$ cat config.mk
export PLATFORM = sky130hd
export DESIGN_NAME = hnbp_front
export DESIGN_NICKNAME = d
export VERILOG_FILES = /design/src/design/hashed_ngram_byte_predictor_assert.svh /design/src/design/hnbp_pkg.sv /design/src/design/hnbp_front.sv
export SDC_FILE = /design/constraint.sdc
export NUM_CORES = 1
export LEC_CHECK = 0
export ABC_CLOCK_PERIOD_IN_PS = 6100
export BUFFER_PORTS_ARGS = -buffer_cell sky130_fd_sc_hd__buf_4
export CORE_ASPECT_RATIO = 1.2
export CORE_MARGIN = 2
export CORE_UTILIZATION = 30
export DETAILED_ROUTE_END_ITERATION = 16
export PLACE_DENSITY_LB_ADDON = 0.08
export SYNTH_ARGS = -nofsm -noshare
export SYNTH_HDL_FRONTEND = slang
export SYNTH_SLANG_ARGS = --single-unit
$ cat constraint.sdc
create_clock -name clk -period 6.1 [get_ports clk]
set_input_delay 0.61 -clock clk [delete_from_list [all_inputs] [get_ports clk]]
set_output_delay 0.61 -clock clk [all_outputs]
set_load 0.02 [all_outputs]
$ cat src/design/hashed_ngram_byte_predictor_assert.svh
// assertion macros for the predictor rtl
`ifndef HASHED_NGRAM_BYTE_PREDICTOR_ASSERT_SVH
`define HASHED_NGRAM_BYTE_PREDICTOR_ASSERT_SVH

// same-cycle implication, checked out of reset
`define HNBP_ASSERT_NOW(label, ante, cons) \
  label: assert property (@(posedge clk) disable iff (rst) (ante) |-> (cons)) \
    else $error("hnbp assertion failed");

// next-cycle implication, checked out of reset
`define HNBP_ASSERT_NEXT(label, ante, cons) \
  label: assert property (@(posedge clk) disable iff (rst) (ante) |=> (cons)) \
    else $error("hnbp assertion failed");

`endif

$ cat src/design/hnbp_pkg.sv
// shared constants and types of the byte predictor
`default_nettype none
package hnbp_pkg;
  localparam int MAX_ORDER     = 6;
  localparam int TABLE_ENTRIES = 65536;
  localparam int HASH_W        = $clog2(TABLE_ENTRIES);
  localparam int HIST_W        = 8 * MAX_ORDER;
  localparam int ORDER_W       = 3;
  localparam int CONF_W        = 16;
  localparam int ENTRY_W       = 8 + CONF_W;
  localparam int COUNT_W       = 31;
  localparam int ISSUE_DEPTH   = 4;
  localparam int RESULT_DEPTH  = 2;

  localparam logic [31:0] FNV_BASIS = 32'd2166136261;
  localparam logic [31:0] FNV_PRIME = 32'd16777619;
  localparam logic [HASH_W-1:0] FNV_BASIS_H = FNV_BASIS[HASH_W-1:0];
  localparam logic [HASH_W-1:0] FNV_PRIME_H = FNV_PRIME[HASH_W-1:0];

  localparam logic [1:0] CMD_TRAIN   = 2'd0;
  localparam logic [1:0] CMD_CONTEXT = 2'd1;
  localparam logic [1:0] CMD_QUERY   = 2'd2;
  localparam logic [1:0] CMD_UNUSED  = 2'd3;

  typedef struct packed {
    logic [1:0]                          cmd;
    logic [7:0]                          data_byte;
    logic [ORDER_W-1:0]                  fill;
    logic [MAX_ORDER-1:0][HASH_W-1:0]    hash;
  } issue_t;

  typedef struct packed {
    logic [7:0]         predicted_byte;
    logic [7:0]         confidence;
    logic [ORDER_W-1:0] best_order;
    logic [COUNT_W-1:0] trained_total;
  } result_t;
endpackage
`default_nettype wire

$ cat src/design/hnbp_front.sv
// front end: history, context hashes and the issue queue
`default_nettype none
module hnbp_front (
  input  wire logic            clk,
  input  wire logic            rst,
  input  wire logic            push,
  input  wire logic [1:0]      cmd,
  input  wire logic [7:0]      data_byte,
  input  wire logic            restart,
  output logic                 full,
  input  wire logic            clearing,
  input  wire logic            iq_pop,
  output logic                 iq_empty,
  output hnbp_pkg::issue_t     iq_head
);
  import hnbp_pkg::*;

  localparam int PTR_W = $clog2(ISSUE_DEPTH);

  // running fnv-1a hash of the last b+1 bytes sits at index b
  logic [MAX_ORDER-1:0][HASH_W-1:0] hreg;
  logic [MAX_ORDER-1:0][HASH_W-1:0] hash_cur;
  logic [MAX_ORDER-1:0][HASH_W-1:0] hash_next;
  logic [HASH_W-1:0]  hash_prev;
  logic [ORDER_W-1:0] fill;
  logic [ORDER_W-1:0] fill_cur;
  logic               accept;
  logic               enq;
  issue_t             entry;
  issue_t             queue [ISSUE_DEPTH];
  logic [PTR_W-1:0]   wr_ptr;
  logic [PTR_W-1:0]   rd_ptr;
  logic [PTR_W:0]     count;

  assign full     = (count == (PTR_W+1)'(ISSUE_DEPTH)) || clearing;
  assign iq_empty = (count == '0);
  assign iq_head  = queue[rd_ptr];
  assign accept   = push && !full;
  assign enq      = accept && (cmd != CMD_UNUSED);

  // restart empties history before the item looks at it
  assign hash_cur = restart ? {MAX_ORDER{FNV_BASIS_H}} : hreg;
  assign fill_cur = restart ? '0 : fill;

  // new byte extends each order by one step of the next lower order's hash
  always_comb begin
    hash_prev = FNV_BASIS_H;
    for (int b = 0; b < MAX_ORDER; b++) begin
      hash_next[b] = HASH_W'((hash_prev ^ HASH_W'(data_byte)) * FNV_PRIME_H);
      hash_prev    = hash_cur[b];
    end
  end

  always_comb begin
    entry.cmd       = cmd;
    entry.data_byte = data_byte;
    entry.fill      = fill_cur;
    entry.hash      = hash_cur;
  end

  always_ff @(posedge clk) begin
    if (rst) begin
      hreg <= {MAX_ORDER{FNV_BASIS_H}};
      fill <= '0;
    end else if (accept) begin
      if (cmd == CMD_TRAIN || cmd == CMD_CONTEXT) begin
        hreg <= hash_next;
        fill <= (fill_cur == ORDER_W'(MAX_ORDER)) ? fill_cur : fill_cur + 1'b1;
      end else begin
        hreg <= hash_cur;
        fill <= fill_cur;
      end
    end
  end

  always_ff @(posedge clk) begin
    if (enq) begin
      queue[wr_ptr] <= entry;
    end
  end

  always_ff @(posedge clk) begin
    if (rst) begin
      wr_ptr <= '0;
      rd_ptr <= '0;
      count  <= '0;
    end else begin
      if (enq) begin
        wr_ptr <= wr_ptr + 1'b1;
      end
      if (iq_pop) begin
        rd_ptr <= rd_ptr + 1'b1;
      end
      priority if (enq && !iq_pop) begin
        count <= count + 1'b1;
      end else if (iq_pop && !enq) begin
        count <= count - 1'b1;
      end
    end
  end
endmodule
`default_nettype wire

==> run metrics <==
initial core utilization 30.3%; share of cells above drive strength 1 18.0%; P_int 9.54 mW; initial DRC count 614; Post-CTS Hold Fix Bufs 0; Crit path required time 6.62 ns; crit path kind input pin to register; Ant. Diodes 0; top cell family by delay on the critical path adder cells; clk buf depth 3; Port Buffer Count 126; skew final 0.0139 ns; register bit total from synthesis 544; vias in the first global route 18,606; final wirelength 77,700 um; GRT Total Usage 15.5%; CTS H-tree depth 2; drt pass-1 iters 7; Logic pwr share 47.6%; Routed WL per cell 21.6 um; setup violators final 0; die area 102,000 um2; Reg power frac 29.0%; Die Wd 292 um; core area 98,400 um2; Final period util 79.0%; clock root cell clkbuf_16; HP Class input pin to register; Layout Nets 2,695; Non-Filler Instances 3,602; Avg Cell Area, Syn 14.0 um2; via/cell ratio 4.62; grt total ovfl 0; EDFF count, synth 436; Final HPWL DP 54,600 um; clk sink count 544; drc violations 0; Synth warnings 0; Post-Syn Instances 2,127; Netlist cell types 55; global-route wire length before repair 118,000 um; Inserted Clock Buffers 61; post-cts resize count 0; Max VDD drop 0.274 mV; pwr dens 443 nW/um2; max-cap viol count 0; Post-Syn Area 29,800 um2; CP Data Arrival Time 5.34 ns; largest net degree at the start of global routing 66; Routability Congestion 0.823; Synth async-reset ratio 0%; commonest non-fill, non-tap cell in the layout edfxtp_1; most frequent cells in the layout edfxtp_1 (436), inv_1 (322), ha_1 (270); CP cell instances buf_4, buf_4, nor2b_1, xor2_1, ha_1, inv_1, fa_1, inv_1, fa_1, inv_1, fa_1, inv_1, ha_1, nor2b_1, o31ai_1, o21ai_0, xor2_1, a22o_1; Site Rows 126; Layout area overhead 15.0%; Vias 16,645; io pins 127; Die H 349 um; Worst-path clk slew 0.06 ns; Setup crit start kind input pin; Most common cell on crit path inv_1; Most used DFF post-synth edfxtp_1; leakage 13.1 nW; fmax 208 MHz; status complete, no violations; initial antenna violation count 0; crit path capture type register; slew at the pin closest to its max-slew limit 1.08 ns; Max-slew headroom 27.9%; number of placed cells counting well taps 3,492; design area 34,300 um2; Routed Antenna Nets 0; pins over their slew limit 0; Crit-path slowest cell fa_1; Fin. Hold Viols 0; Worst Path Buf+Inv 6; RSZ-0062 raised after global routing false; CTS tree built; CP max FO 47; net switching power 5.62 mW; Max stage delay on crit path 0.53 ns; post-synthesis sequential area ratio 51.2%; Cell Area, Placed 32,300 um2; Setup TNS Final 0 ns; Post-Syn Nets 2,547; clock share of power 23.4%; clock latency on the worst-skew pair 0.64 ns; post-CTS setup buffer count 0; Tmin final 4.82 ns; Sw Ratio 37.1%
## cell families after synthesis
logic type / Yosys count / share of synthesized area (%)
mux: 113 / 8.38
compound gates: 252 / 5.72
fa+ha+maj: 404 / 20.4
buf+inv: 392 / 5.06
simple gates: 268 / 4.74
flops: 544 / 51.2
xor+xnor: 154 / 4.53
## cells in the mapped netlist, drive strengths merged, types with 12 or more instances
cell | number | area (um2)
a21oi | 62 | 318
xor2 | 51 | 447
inv | 325 | 1220
or2 | 52 | 325
xnor2 | 103 | 902
a22o | 12 | 105
dfxtp | 108 | 2160
o22ai | 33 | 206
nor2 | 89 | 342
o21ai | 24 | 120
fa | 134 | 2680
nand2b | 38 | 238
edfxtp | 436 | 13100
a21o | 34 | 255
nand2 | 18 | 67.6
nor2b | 47 | 294
a22oi | 30 | 225
clkbuf | 40 | 150
o21a | 12 | 90.1
ha | 270 | 3380
buf | 26 | 133
mux4 | 109 | 2450
## through the flow
stage | total power, mW | hold slack (ns) | setup slack (ns) | utilization [%]
after floorplan | 9.92 | 0.437 | 1.13 | -
after global placement | 11.9 | 0.451 | 0.651 | 32.9
after detailed placement | 11.9 | 0.459 | 0.645 | 32.9
after CTS | 15.5 | 0.142 | 1.32 | 34.8
after global routing | 16.5 | 0.162 | 0.921 | 34.8
final | 15.2 | 0.194 | 1.28 | 34.8
## layer usage
| layer | track usage, % | up-vias | share of wire [%] |
|---|---|---|---|
| met1 | 18.0 | 8514 | 41 |
| met5 | 0 | - | 0 |
| met2 | 29.5 | 201 | 54 |
| met4 | 4.41 | 0 | 2.6 |
| met3 | 2.15 | 94 | 2.7 |
| li1 | - | 7836 | - |
## flip-flops by register name (all words and copies together), names as in the netlist, named ones only
signal  cells
hreg       96
count       3
wr_ptr      2
queue     436
fill        3
rd_ptr      2
## cell type report
| cell class | count | area, um2 |
|---|---|---|
| fill | 9714 | 64100 |
| sequential | 544 | 15300 |
| multi-input combinational | 1191 | 13000 |
| clock buffer | 78 | 1640 |
| tap | 1280 | 1600 |
| inverter | 326 | 1220 |
| timing repair buffer | 151 | 1210 |
| clock inverter | 32 | 268 |
## final timing paths
check | startpoint | endpoint | slack [ns] | cells past startpoint
max reg2reg | hreg[0]$_SDFFE_PP1P_ | hreg[31]$_SDFFE_PP1P_ | 1.34 | 16
min | data_byte[0] | queue[2][99]$_DFFE_PP_ | 0.19 | 1
max | restart | hreg[61]$_SDFFE_PP0P_ | 1.28 | 18
min reg2reg | hreg[61]$_SDFFE_PP0P_ | hreg[61]$_SDFFE_PP0P_ | 0.47 | 1
## power groups by stage
stage / registers, mW / clock network [mW] / logic (mW)
after floorplan: 4.40 / 0 / 5.52
after global placement: 4.47 / 0 / 7.40
after detailed placement: 4.48 / 0 / 7.40
after CTS: 4.40 / 3.68 / 7.44
after global routing: 4.42 / 3.82 / 8.27
final: 4.39 / 3.55 / 7.22
## worst reg2reg max path, stage by stage, from the launching register on
cell and delay (ns):
dfxtp_1 0.31, or2_2 0.34, xnor2_1 0.53, ha_1 0.30, inv_1 0.07, fa_1 0.54, inv_1 0.05, fa_1 0.48
inv_1 0.05, fa_1 0.49, inv_1 0.05, ha_1 0.34, nor2b_1 0.16, o31ai_1 0.41, o22ai_1 0.18, xnor2_1 0.24
a21oi_1 0.09
(Power assumes the default switching activity.)
